File: src/lcdseq_pkg.sv
// ----------------------------------------------------------------------------
// Character LCD 4-bit sequencer package
// Request kinds, display command bytes, hold times and the shared types of
// the sequencer and its pin-state generator.
// ----------------------------------------------------------------------------
package lcdseq_pkg;

  // Request kinds.
  localparam logic [2:0] KIND_INIT   = 3'd0;
  localparam logic [2:0] KIND_CMD    = 3'd1;
  localparam logic [2:0] KIND_DATA   = 3'd2;
  localparam logic [2:0] KIND_CLEAR  = 3'd3;
  localparam logic [2:0] KIND_CURSOR = 3'd4;

  // Display command bytes and nibbles.
  localparam logic [7:0] CMD_LINE0_BASE = 8'h80;
  localparam logic [7:0] CMD_LINE1_BASE = 8'hC0;
  localparam logic [7:0] CMD_FUNC_SET   = 8'h28;
  localparam logic [7:0] CMD_DISP_ON    = 8'h0C;
  localparam logic [7:0] CMD_ENTRY_MODE = 8'h06;
  localparam logic [7:0] CMD_CLEAR      = 8'h01;
  localparam logic [3:0] NIB_WAKE       = 4'h3;
  localparam logic [3:0] NIB_4BIT       = 4'h2;

  // Extra hold times in microseconds on the final state of a segment.
  localparam int unsigned TailW = 13;
  localparam logic [TailW-1:0] TAIL_CMD    = 13'd2000;
  localparam logic [TailW-1:0] TAIL_DATA   = 13'd1000;
  localparam logic [TailW-1:0] TAIL_CLEAR  = 13'd4000;
  localparam logic [TailW-1:0] TAIL_CURSOR = 13'd3000;
  localparam logic [TailW-1:0] TAIL_WAKE0  = 13'd5000;
  localparam logic [TailW-1:0] TAIL_WAKE   = 13'd150;
  localparam logic [15:0]      HOLD_POWER  = 16'd50000;
  localparam logic [15:0]      HOLD_BASE   = 16'd1;

  // Init is split into segments: power-up wait, four wake nibbles, four bytes.
  localparam int unsigned SegW = 4;
  localparam logic [SegW-1:0] SEG_INIT_LAST = 4'd8;
  localparam logic [2:0]      POS_NIB_LAST  = 3'd2;
  localparam logic [2:0]      POS_BYTE_LAST = 3'd6;

  typedef enum logic [1:0] {
    SEG_POWER,
    SEG_NIBBLE,
    SEG_BYTE
  } seg_kind_e;

  // Latched request.
  typedef struct packed {
    logic             init;
    logic             rs;
    logic [7:0]       value;
    logic [TailW-1:0] tail;
  } req_t;

  // One pin state with its hold time.
  typedef struct packed {
    logic        rs;
    logic        en;
    logic [3:0]  nib;
    logic [15:0] hold;
    logic        last;
  } pin_t;

endpackage

File: src/lcdseq_state_gen.sv
// ----------------------------------------------------------------------------
// Character LCD 4-bit sequencer pin-state generator
// Maps the latched request, segment and position to one pin state.
// ----------------------------------------------------------------------------
module lcdseq_state_gen (
  input  lcdseq_pkg::req_t            req_i,
  input  logic [lcdseq_pkg::SegW-1:0] seg_i,
  input  logic [2:0]                  pos_i,
  input  logic                        rs_level_i,
  input  logic [3:0]                  data_level_i,
  output lcdseq_pkg::pin_t            pin_o,
  output logic                        seg_end_o
);
  import lcdseq_pkg::*;

  seg_kind_e        seg_kind;
  logic [7:0]       seg_value;
  logic             seg_rs;
  logic [TailW-1:0] seg_tail;
  logic [15:0]      tail_hold;

  // Segment descriptor: init walks a fixed list, other requests are one byte.
  always_comb begin
    seg_kind  = SEG_BYTE;
    seg_value = req_i.value;
    seg_rs    = req_i.rs;
    seg_tail  = req_i.tail;
    if (req_i.init) begin
      seg_rs = 1'b0;
      case (seg_i)
        4'd0: begin
          seg_kind  = SEG_POWER;
          seg_value = 8'h00;
          seg_tail  = '0;
        end
        4'd1: begin
          seg_kind  = SEG_NIBBLE;
          seg_value = {4'h0, NIB_WAKE};
          seg_tail  = TAIL_WAKE0;
        end
        4'd2, 4'd3: begin
          seg_kind  = SEG_NIBBLE;
          seg_value = {4'h0, NIB_WAKE};
          seg_tail  = TAIL_WAKE;
        end
        4'd4: begin
          seg_kind  = SEG_NIBBLE;
          seg_value = {4'h0, NIB_4BIT};
          seg_tail  = TAIL_WAKE;
        end
        4'd5: begin
          seg_value = CMD_FUNC_SET;
          seg_tail  = TAIL_CMD;
        end
        4'd6: begin
          seg_value = CMD_DISP_ON;
          seg_tail  = TAIL_CMD;
        end
        4'd7: begin
          seg_value = CMD_ENTRY_MODE;
          seg_tail  = TAIL_CMD;
        end
        4'd8: begin
          seg_value = CMD_CLEAR;
          seg_tail  = TAIL_CLEAR;
        end
        default: begin
          seg_kind  = SEG_POWER;
          seg_value = 8'h00;
          seg_tail  = '0;
        end
      endcase
    end
  end

  assign tail_hold = HOLD_BASE + {{(16-TailW){1'b0}}, seg_tail};

  // Pin state for the current position within the segment.
  always_comb begin
    pin_o.rs   = rs_level_i;
    pin_o.en   = 1'b0;
    pin_o.nib  = data_level_i;
    pin_o.hold = HOLD_BASE;
    seg_end_o  = 1'b0;
    case (seg_kind)
      SEG_POWER: begin
        pin_o.rs   = 1'b0;
        pin_o.nib  = 4'h0;
        pin_o.hold = HOLD_POWER;
        seg_end_o  = 1'b1;
      end
      SEG_NIBBLE: begin
        pin_o.nib = seg_value[3:0];
        pin_o.en  = (pos_i == 3'd1);
        seg_end_o = (pos_i == POS_NIB_LAST);
        if (seg_end_o) begin
          pin_o.hold = tail_hold;
        end
      end
      SEG_BYTE: begin
        // Select level first, then high and low nibble with an enable pulse.
        pin_o.rs  = seg_rs;
        pin_o.nib = (pos_i == 3'd0) ? data_level_i :
                    (pos_i <= 3'd3) ? seg_value[7:4] : seg_value[3:0];
        pin_o.en  = (pos_i == 3'd2) || (pos_i == 3'd5);
        seg_end_o = (pos_i == POS_BYTE_LAST);
        if (seg_end_o) begin
          pin_o.hold = tail_hold;
        end
      end
      default: begin
        seg_end_o = 1'b1;
      end
    endcase
    pin_o.last = seg_end_o && (!req_i.init || (seg_i == SEG_INIT_LAST));
  end

endmodule

File: src/char_lcd_4bit_interface_sequencer.sv
// ----------------------------------------------------------------------------
// Character LCD 4-bit interface sequencer
// Turns display requests into timed pin states for an HD44780-style panel.
// ----------------------------------------------------------------------------
// Usage:
//   The request channel (in_valid_i/in_ready_o) takes one request: init,
//   command byte, data byte, clear or set cursor. The result channel
//   (out_valid_o/out_ready_i) delivers one pin state per transfer with the
//   hold time in microseconds that a timer applies before the next state.
//   last_of_run_o marks the final state of each request.
//   A byte request gives 7 states, init gives 41. The generator emits one
//   state per cycle into an output register while the receiver does not
//   stall. A taken request is registered first, then its states pass
//   through the output register. The next request is taken in the cycle
//   the last state of the current one is generated, before that state is
//   delivered. The rate is set by the single pin-state generator, one state per cycle.
//   Requests with an unknown kind are taken and produce nothing.
//   When the receiver stalls, the output register holds its state and the
//   generator waits. Reset clears the run and sets the kept register select
//   and data levels to zero.
// ----------------------------------------------------------------------------
module char_lcd_4bit_interface_sequencer (
  input  logic        clk_i,
  input  logic        rst_ni,
  input  logic        in_valid_i,
  output logic        in_ready_o,
  input  logic [2:0]  kind_i,
  input  logic [7:0]  byte_value_i,
  input  logic        cursor_row_i,
  input  logic [5:0]  cursor_col_i,
  output logic        out_valid_o,
  input  logic        out_ready_i,
  output logic        reg_select_o,
  output logic        enable_pin_o,
  output logic [3:0]  data_nibble_o,
  output logic [15:0] hold_us_o,
  output logic        last_of_run_o
);
  import lcdseq_pkg::*;

  logic            busy_q, busy_d;
  req_t            req_q, req_d;
  logic [SegW-1:0] seg_q, seg_d;
  logic [2:0]      pos_q, pos_d;
  logic            rs_level_q, rs_level_d;
  logic [3:0]      data_level_q, data_level_d;
  logic            out_valid_q, out_valid_d;
  pin_t            pin_q;
  pin_t            pin;
  logic            seg_end;
  logic            gen_fire;
  logic            in_fire;
  req_t            req_new;
  logic            req_new_valid;

  // Pin-state generator for the current segment and position.
  lcdseq_state_gen u_state_gen (
    .req_i        (req_q),
    .seg_i        (seg_q),
    .pos_i        (pos_q),
    .rs_level_i   (rs_level_q),
    .data_level_i (data_level_q),
    .pin_o        (pin),
    .seg_end_o    (seg_end)
  );

  // Handshake: generate when the output register is free or being drained.
  assign gen_fire   = busy_q && (!out_valid_q || out_ready_i);
  assign in_ready_o = !busy_q || (gen_fire && pin.last);
  assign in_fire    = in_valid_i && in_ready_o;

  // Decode the incoming request into a byte, select level and tail hold.
  always_comb begin
    req_new_valid = 1'b1;
    req_new.init  = 1'b0;
    req_new.rs    = 1'b0;
    req_new.value = byte_value_i;
    req_new.tail  = TAIL_CMD;
    case (kind_i)
      KIND_INIT: begin
        req_new.init = 1'b1;
      end
      KIND_CMD: begin
        req_new.tail = TAIL_CMD;
      end
      KIND_DATA: begin
        req_new.rs   = 1'b1;
        req_new.tail = TAIL_DATA;
      end
      KIND_CLEAR: begin
        req_new.value = CMD_CLEAR;
        req_new.tail  = TAIL_CLEAR;
      end
      KIND_CURSOR: begin
        req_new.value = (cursor_row_i ? CMD_LINE1_BASE : CMD_LINE0_BASE)
                        + {2'b00, cursor_col_i};
        req_new.tail  = TAIL_CURSOR;
      end
      default: begin
        req_new_valid = 1'b0;
      end
    endcase
  end

  // Run control, kept pin levels and output register valid.
  always_comb begin
    busy_d       = busy_q;
    req_d        = req_q;
    seg_d        = seg_q;
    pos_d        = pos_q;
    rs_level_d   = rs_level_q;
    data_level_d = data_level_q;
    out_valid_d  = out_valid_q;
    if (out_ready_i) begin
      out_valid_d = 1'b0;
    end
    if (gen_fire) begin
      out_valid_d  = 1'b1;
      rs_level_d   = pin.rs;
      data_level_d = pin.nib;
      if (pin.last) begin
        busy_d = 1'b0;
      end else if (seg_end) begin
        seg_d = seg_q + 1'b1;
        pos_d = 3'd0;
      end else begin
        pos_d = pos_q + 1'b1;
      end
    end
    if (in_fire) begin
      busy_d = req_new_valid;
      req_d  = req_new;
      seg_d  = '0;
      pos_d  = 3'd0;
    end
  end

  always_ff @(posedge clk_i or negedge rst_ni) begin
    if (!rst_ni) begin
      busy_q       <= 1'b0;
      seg_q        <= '0;
      pos_q        <= 3'd0;
      rs_level_q   <= 1'b0;
      data_level_q <= 4'h0;
      out_valid_q  <= 1'b0;
    end else begin
      busy_q       <= busy_d;
      seg_q        <= seg_d;
      pos_q        <= pos_d;
      rs_level_q   <= rs_level_d;
      data_level_q <= data_level_d;
      out_valid_q  <= out_valid_d;
    end
  end

  // Request and result payload registers.
  always_ff @(posedge clk_i) begin
    req_q <= req_d;
    if (gen_fire) begin
      pin_q <= pin;
    end
  end

  assign out_valid_o   = out_valid_q;
  assign reg_select_o  = pin_q.rs;
  assign enable_pin_o  = pin_q.en;
  assign data_nibble_o = pin_q.nib;
  assign hold_us_o     = pin_q.hold;
  assign last_of_run_o = pin_q.last;

  // A run never ends with the enable strobe high.
  a_last_enable_low: assert property (@(posedge clk_i) disable iff (!rst_ni)
    out_valid_o |-> !(last_of_run_o && enable_pin_o))
    else $error("run ended with enable high");

  // Requests other than init use only the first segment.
  a_single_segment: assert property (@(posedge clk_i) disable iff (!rst_ni)
    (busy_q && !req_q.init) |-> (seg_q == '0))
    else $error("segment advanced on a single-byte request");

  // The position never runs past the end of a byte segment.
  a_pos_bound: assert property (@(posedge clk_i) disable iff (!rst_ni)
    busy_q |-> (pos_q <= POS_BYTE_LAST))
    else $error("position out of range");

  // A generated state is visible at the output in the next cycle.
  a_gen_to_out: assert property (@(posedge clk_i) disable iff (!rst_ni)
    gen_fire |=> out_valid_o)
    else $error("generated state not presented");

endmodule
File: config.mk
export PLATFORM = sky130hd
export DESIGN_NAME = char_lcd_4bit_interface_sequencer
export DESIGN_NICKNAME = d
export VERILOG_FILES = /design/src/lcdseq_pkg.sv /design/src/lcdseq_state_gen.sv /design/src/char_lcd_4bit_interface_sequencer.sv
export SDC_FILE = /design/constraint.sdc
export NUM_CORES = 1
export LEC_CHECK = 0
export BUFFER_PORTS_ARGS = -buffer_cell sky130_fd_sc_hd__buf_2
export CORE_ASPECT_RATIO = 1.4
export CORE_UTILIZATION = 30
export DETAILED_ROUTE_END_ITERATION = 8
export GPL_TIMING_DRIVEN = 0
export PLACE_DENSITY = 0.59
export SLEW_MARGIN = 25
export SYNTH_ARGS = -nofsm -noshare
export SYNTH_HDL_FRONTEND = slang
export SYNTH_SLANG_ARGS = --single-unit
File: constraint.sdc
create_clock -name clk_i -period 3.32 [get_ports clk_i]
set_input_delay 0 -clock clk_i [delete_from_list [all_inputs] [get_ports clk_i]]
set_output_delay 0 -clock clk_i [all_outputs]
set_load 0.02 [all_outputs]
Yosys cells after proc, flatten, opt, wreduce, memory -nomap -nowiden. Index checks and enable logic that the tools add are counted.

Register bits after elaboration: 60. Input bits: 22. Word-level logic and storage cells: 100.

Add/sub/neg operators: 4. Order comparisons: 1. Equal/unequal tests: 19. Mux-type cells: 34. Reduce and logical (&&, ||, !) cells: 27.

Operator list (number): $pmux W20 S3 (1); $pmux W13 S4 (1); $pmux W12 S3 (1); $pmux W6 S6 (1); $mux W16 (2); $mux W4 (6); $eq A4 B3 Y1 const B (4); $pmux W8 S2 (1); $add A1 B13 Y14 const A (1); $mux W13 (1); $mux W3 (4); $eq A3 B2 Y1 const B (3); $eq A3 B3 Y1 const B (3); $mux W1 (9); $reduce_or A3 Y1 (3); $add A8 B6 Y8 (1); $eq A4 B2 Y1 const B (2); $mux W8 (1); $reduce_bool A2 Y1 (4); $reduce_or A4 Y1 (2); $mux W7 (1); $eq A3 B1 Y1 const B (2); $logic_not A3 Y1 (2); $pmux W1 S2 (3); 17 further kinds (26).

Depth between registers and ports, before layout.
Depth in word-level cells: 12. Depth in mapped cells: 14. Depth with buffers taken out: 12.

Cells and area by module. A second synthesis with hierarchy kept.

Cell total of the unflattened synthesis: 307. Area total of the unflattened synthesis: 3179.3 µm².

By module, submodules not included: char_lcd_4bit_interface_sequencer (instances 1, cells an instance 142, area an instance 2062.0 µm²); lcdseq_state_gen (instances 1, cells an instance 165, area an instance 1117.3 µm²).

Least setup slack after synthesis. Ideal clock, no wire load.

Path type: register -> register. Start: register seg_q[0]. End: register req_q[10] (netlist name) (enable). Arrival: 3130 ps. Required time: 2977 ps. Slack: -153 ps. Stages on the path, launching flop included: 13. Cells stage by stage: dfrtp_1 inv_1 ha_1 nor2_1 a211o_1 or2_2 inv_1 ha_1 mux2_4 a21oi_4 o31ai_1 and2_1 buf_2.

Longest elaborated chain between the ends: 10. Elaborated cells on any way between the ends: 20. Those cells by class: eq/ne: 10; mux: 3; reduce/logical: 7.

RTL lines: start: declaration (RTL line char_lcd_4bit_interface_sequencer.sv:43) `logic [SegW-1:0] seg_q, seg_d;`; start signal: assignment (RTL line char_lcd_4bit_interface_sequencer.sv:148) `seg_q <= seg_d;`; $eq A4 B3 Y1 (tied with other cells) (RTL line lcdseq_state_gen.sv:30) `case (seg_i)`; $reduce_or A4 Y1 (no source line); $pmux W2 S2 (RTL line lcdseq_state_gen.sv:30); $mux W2 (RTL line lcdseq_state_gen.sv:28) `if (req_i.init) begin`; $eq A2 B2 Y1 or $eq A2 B1 Y1 (tied branches) (RTL line lcdseq_state_gen.sv:85) `case (seg_kind)`; $pmux W1 S2 (RTL line lcdseq_state_gen.sv:85); $logic_and A1 B1 Y1 (*) (RTL line lcdseq_state_gen.sv:115) `pin_o.last = seg_end_o && (!req_i.init || (seg_i == SEG_INIT_LAST));`; $logic_and A1 B1 Y1 (*) (RTL line char_lcd_4bit_interface_sequencer.sv:69) `assign in_ready_o = !busy_q || (gen_fire && pin.last);`; $logic_or A1 B1 Y1 (*) (RTL line char_lcd_4bit_interface_sequencer.sv:69); net in_ready_o (RTL line char_lcd_4bit_interface_sequencer.sv:26) `output logic in_ready_o,`; $logic_and A1 B1 Y1 (*) (RTL line char_lcd_4bit_interface_sequencer.sv:70) `assign in_fire = in_valid_i && in_ready_o;`; net in_fire (RTL line char_lcd_4bit_interface_sequencer.sv:52) `logic in_fire;`; end signal: assignment (RTL line char_lcd_4bit_interface_sequencer.sv:158) `req_q <= req_d;`; end: declaration (RTL line char_lcd_4bit_interface_sequencer.sv:42) `req_t req_q, req_d;`.

The timed path passes the listed nets; every way through them passes the cells marked *. A chain may end at the register's enable or synchronous reset.

Final worst setup path.
Start: register seg_q[0]. End: register req_q[3] (netlist name) (enable).

Longest elaborated chain between the ends: 10. Elaborated cells on any way between the ends: 20. Those cells by class: eq/ne: 10; mux: 3; reduce/logical: 7.

RTL lines (RTL line): $eq A4 B3 Y1 (tied with other cells) (lcdseq_state_gen.sv:30); $reduce_or A4 Y1 (no source line); $pmux W2 S2 (lcdseq_state_gen.sv:30); $mux W2 (lcdseq_state_gen.sv:28); $eq A2 B2 Y1 or $eq A2 B1 Y1 (tied branches) (lcdseq_state_gen.sv:85); $pmux W1 S2 (lcdseq_state_gen.sv:85); $logic_and A1 B1 Y1 (*) (lcdseq_state_gen.sv:115); $logic_and A1 B1 Y1 (*) (char_lcd_4bit_interface_sequencer.sv:69); $logic_or A1 B1 Y1 (*) (char_lcd_4bit_interface_sequencer.sv:69); $logic_and A1 B1 Y1 (*) (char_lcd_4bit_interface_sequencer.sv:70); net in_fire (char_lcd_4bit_interface_sequencer.sv:52).

Marked as above.

==> flow_summary.ini <==
[outcome]
status = completed

[power_and_ir_drop]
swShare_pct = 39.25
power_density_mw_per_mm2 = 798.5
p_int_mw = 1.602
p_sw_mw = 1.035
power_frac_seq_pct = 37.2
comb_power_share_pct = 43.1
p_leak_nw = 1.328
peakVddDrop_uv = 272.5
p_clk_share_pct = 19.7

[synth]
syn_inst = 261
synth_area_leaders = edfxtp_1 39%, dfrtp_1 13%, ha_1 7.0%, a21oi_1 4.5%, nor2_1 4.4%
synth_cell_types = 49
ys_ff_latch = 49
synth_edf_count = 35
yosysWarnings = 0
synth_common_cells = 35 x edfxtp_1, 31 x nor2_1, 24 x a21oi_1, 24 x nand2_1, 15 x ha_1
seq_area_frac_synth_pct = 52.43
ys.flop_type = edfxtp_1
synth_area_sq_mm = 0.002673
syn-num-nets = 298
synth_most_common_cell = edfxtp_1
yosys.area.top_type_share_pct = 39.33
synth.avg_cell_area_sq_um = 10.24
yosysTopAreaCell = edfxtp_1
synthArstFlopShare_pct = 28.57

[drt]
drt_iter0_drc = 98
drtAntennaViolNets = 0
wl_um = 5734
vias = 2096
wl_per_cell_um = 13.43
drc = 0
viasPerCell = 4.909
drt-pass1-iter-count = 4

[clock_network]
clk_latency_ns = 0.29
cts.reportedPaths.clkPinSlew_ns = 0.07
clock_path_buffers = 2
cts.sinks = 49
htree_num_levels = 2
cts_root_buf = clkbuf_16
cts_tree = yes
numCtsBuffers = 5

[timing]
period_share_pct = 93.89
rsz0062_at_grt = no
setup_violations = 0
hold_ws_ns = 0.03142
slew_viol_final = 0
max_freq_mhz = 320.8
max_slew.worst_pin.slew_ns = 0.8873
fin_skew_ns = 0.002647
hold_violations = 0
min_period_ns = 3.117
maxSlewHeadroom_pct = 40.78

[placement]
dp_hpwl_um = 4181
place_congestion = 0.9076
place_inst = 409
io_buffers = 43

[final_layout]
fin_nets = 358
drive_above_1_share_pct = 25.78
area_growth_pct = 23.55
fin_util_pct = 38.36
insertedDiodeCount = 0
stdcell_count = 427

[worst_hold_path]
hold_path.startpoint = cursor_col_i[4]
min_to = req_q[17]$_DFFE_PP_
whs_path_depth = 3
hold_class = in -> reg

[grt]
met1_usage_pct = 15.59
grt_pass1_wl_um = 9570
top_usage_layer = met2
antenna_found_initial = 0
grt_pass1_vias = 1971
grt_use_met2_pct = 23.97
met3_usage_pct = 1.840
grt_max_degree = 25
track_usage_pct = 13.53
grt_overflow = 0

[critical_path]
reg2reg_setup_slack_ns = 0.20
end_kind = flip-flop
crit_type = reg -> reg
r2r_start = seg_q[0]$_DFFE_PN0P_
cp.required_ns = 3.37
r2r.worst_path.cells = 12
start_kind = flip-flop
cp.arrival_ns = 3.16
crit_path_max_fanout = 21
r2r-end = req_q[3]$_DFFE_PP_

[die]
num_rows = 40
ios = 47
initial_core_util_pct = 31.05
die_area_sq_mm = 0.009295
die_y_um = 113.7
coreArea_sq_mm = 0.008608
die_w_um = 81.77

[run]
maxCapViolations = 0
==> power groups by stage <==
stage | clock network, mW | logic, mW | registers [mW]
2_1_floorplan | 0 | 0.648 | 1.08
3_3_place_gp | 0 | 1.02 | 0.980
3_5_place_dp | 0 | 1.03 | 0.985
4_1_cts | 0.527 | 1.08 | 0.973
5_1_grt | 0.556 | 1.27 | 1.00
6_report | 0.520 | 1.14 | 0.980
==> cells in the final DEF, fill, tap and decap left out, drive strengths merged, types with 2 or more instances in the layout <==
master / instances
edfxtp: 35
nand2: 24
a21oi: 26
o41ai: 3
a31oi: 3
o21ai: 12
dlygate4sd3: 3
nor2: 31
buf: 57
a22o: 4
o22ai: 6
nor4: 2
inv: 15
o31ai: 5
nor3: 8
clkinvlp: 2
or4: 2
dfrtp: 14
nand3: 5
ha: 15
nand2b: 8
or2: 2
o2bb2ai: 2
mux2: 2
clkbuf: 12
o21a: 2
nand4: 2
nor2b: 3
a32oi: 2
==> flip-flops by register name, summed over array words and instances, names as in the netlist <==
| register | cells |
|---|---|
| busy_q | 1 |
| data_level_q | 4 |
| data_nibble_o | 4 |
| enable_pin_o | 1 |
| hold_us_o | 12 |
| last_of_run_o | 1 |
| out_valid_o | 1 |
| pos_q | 3 |
| reg_select_o | 1 |
| req_q | 16 |
| rs_level_q | 1 |
| seg_q | 4 |
==> how the worst max path moves through the flow <==
stage,slack (ns),endpoint,startpoint,cells past startpoint
finish,0.20,req_q[3]$_DFFE_PP_,seg_q[0]$_DFFE_PN0P_,12
global route,0.02,req_q[4]$_DFFE_PP_,seg_q[2]$_DFFE_PN0P_,12
CTS,0.06,req_q[6]$_DFFE_PP_,seg_q[0]$_DFFE_PN0P_,12
detailed placement,-0.21,req_q[3]$_DFFE_PP_,seg_q[0]$_DFFE_PN0P_,13
global placement,-0.17,req_q[3]$_DFFE_PP_,seg_q[0]$_DFFE_PN0P_,13
floorplan,0.08,req_q[10]$_DFFE_PP_,seg_q[0]$_DFFE_PN0P_,12
==> area by class of cell <==
| cell class | count | area [sq um] |
|---|---|---|
| Clock buffer | 5 | 125.1 |
| Timing Repair Buffer | 53 | 297.8 |
| Sequential cell | 49 | 1404 |
| Clock inverter | 3 | 26.28 |
| Tap cell | 105 | 131.4 |
| Buffer | 14 | 77.57 |
| Inverter | 14 | 52.55 |
| Multi-Input combinational cell | 184 | 1187 |
| Fill cell | 864 | 5306 |
==> per-stage QoR <==
stage               setup slack, ns  total power [mW]  setup TNS, ns  area [sq um]
floorplan                   0.07611             1.728              0          2678
global placement            -0.1730             2.004         -3.242          3024
detailed placement          -0.2113             2.020         -4.087          3024
CTS                         0.05740             2.582              0          3233
global route                0.02168             2.822              0          3302
finish                       0.2030             2.637              0          3302
==> critical path: stages, from the launching register on <==
cell and delay, ns:
dfrtp_2 0.48, inv_2 0.12, ha_2 0.20, nor2b_1 0.06
a211o_1 0.32, or2_4 0.27, ha_1 0.20, buf_2 0.18
mux2_4 0.32, a21oi_4 0.25, o31ai_2 0.11, and2_1 0.18
buf_6 0.17
==> metal layers <==
metal / part of all wire [%] / wire (um)
met1: 42 / 2398
met2: 53 / 3028
met3: 3.5 / 201
met4: 1.8 / 105
met5: 0 / 0
==> cell families after synthesis <==
group           after synthesis  share of synthesized area, %
xor+xnor                      1                        0.3278
mux                           2                        0.9830
compound gates               73                         18.07
other cells                   1                        0.1403
flops                        49                         52.43
buf+inv                      28                         4.635
simple gates                 92                         16.39
fa+ha+maj                    15                         7.022
==> what timing repair did <==
action / in CTS / in global routing
setup endpoints to repair: 21 / 24
buffers inserted: 3 / 4
gates resized for setup: 2 / 13
pin swaps: 2 / 3
endpoints found under the hold margin: 16 / 0
hold buffers: 3 / 0
Note: power is estimated with default switching activity, not from simulation.
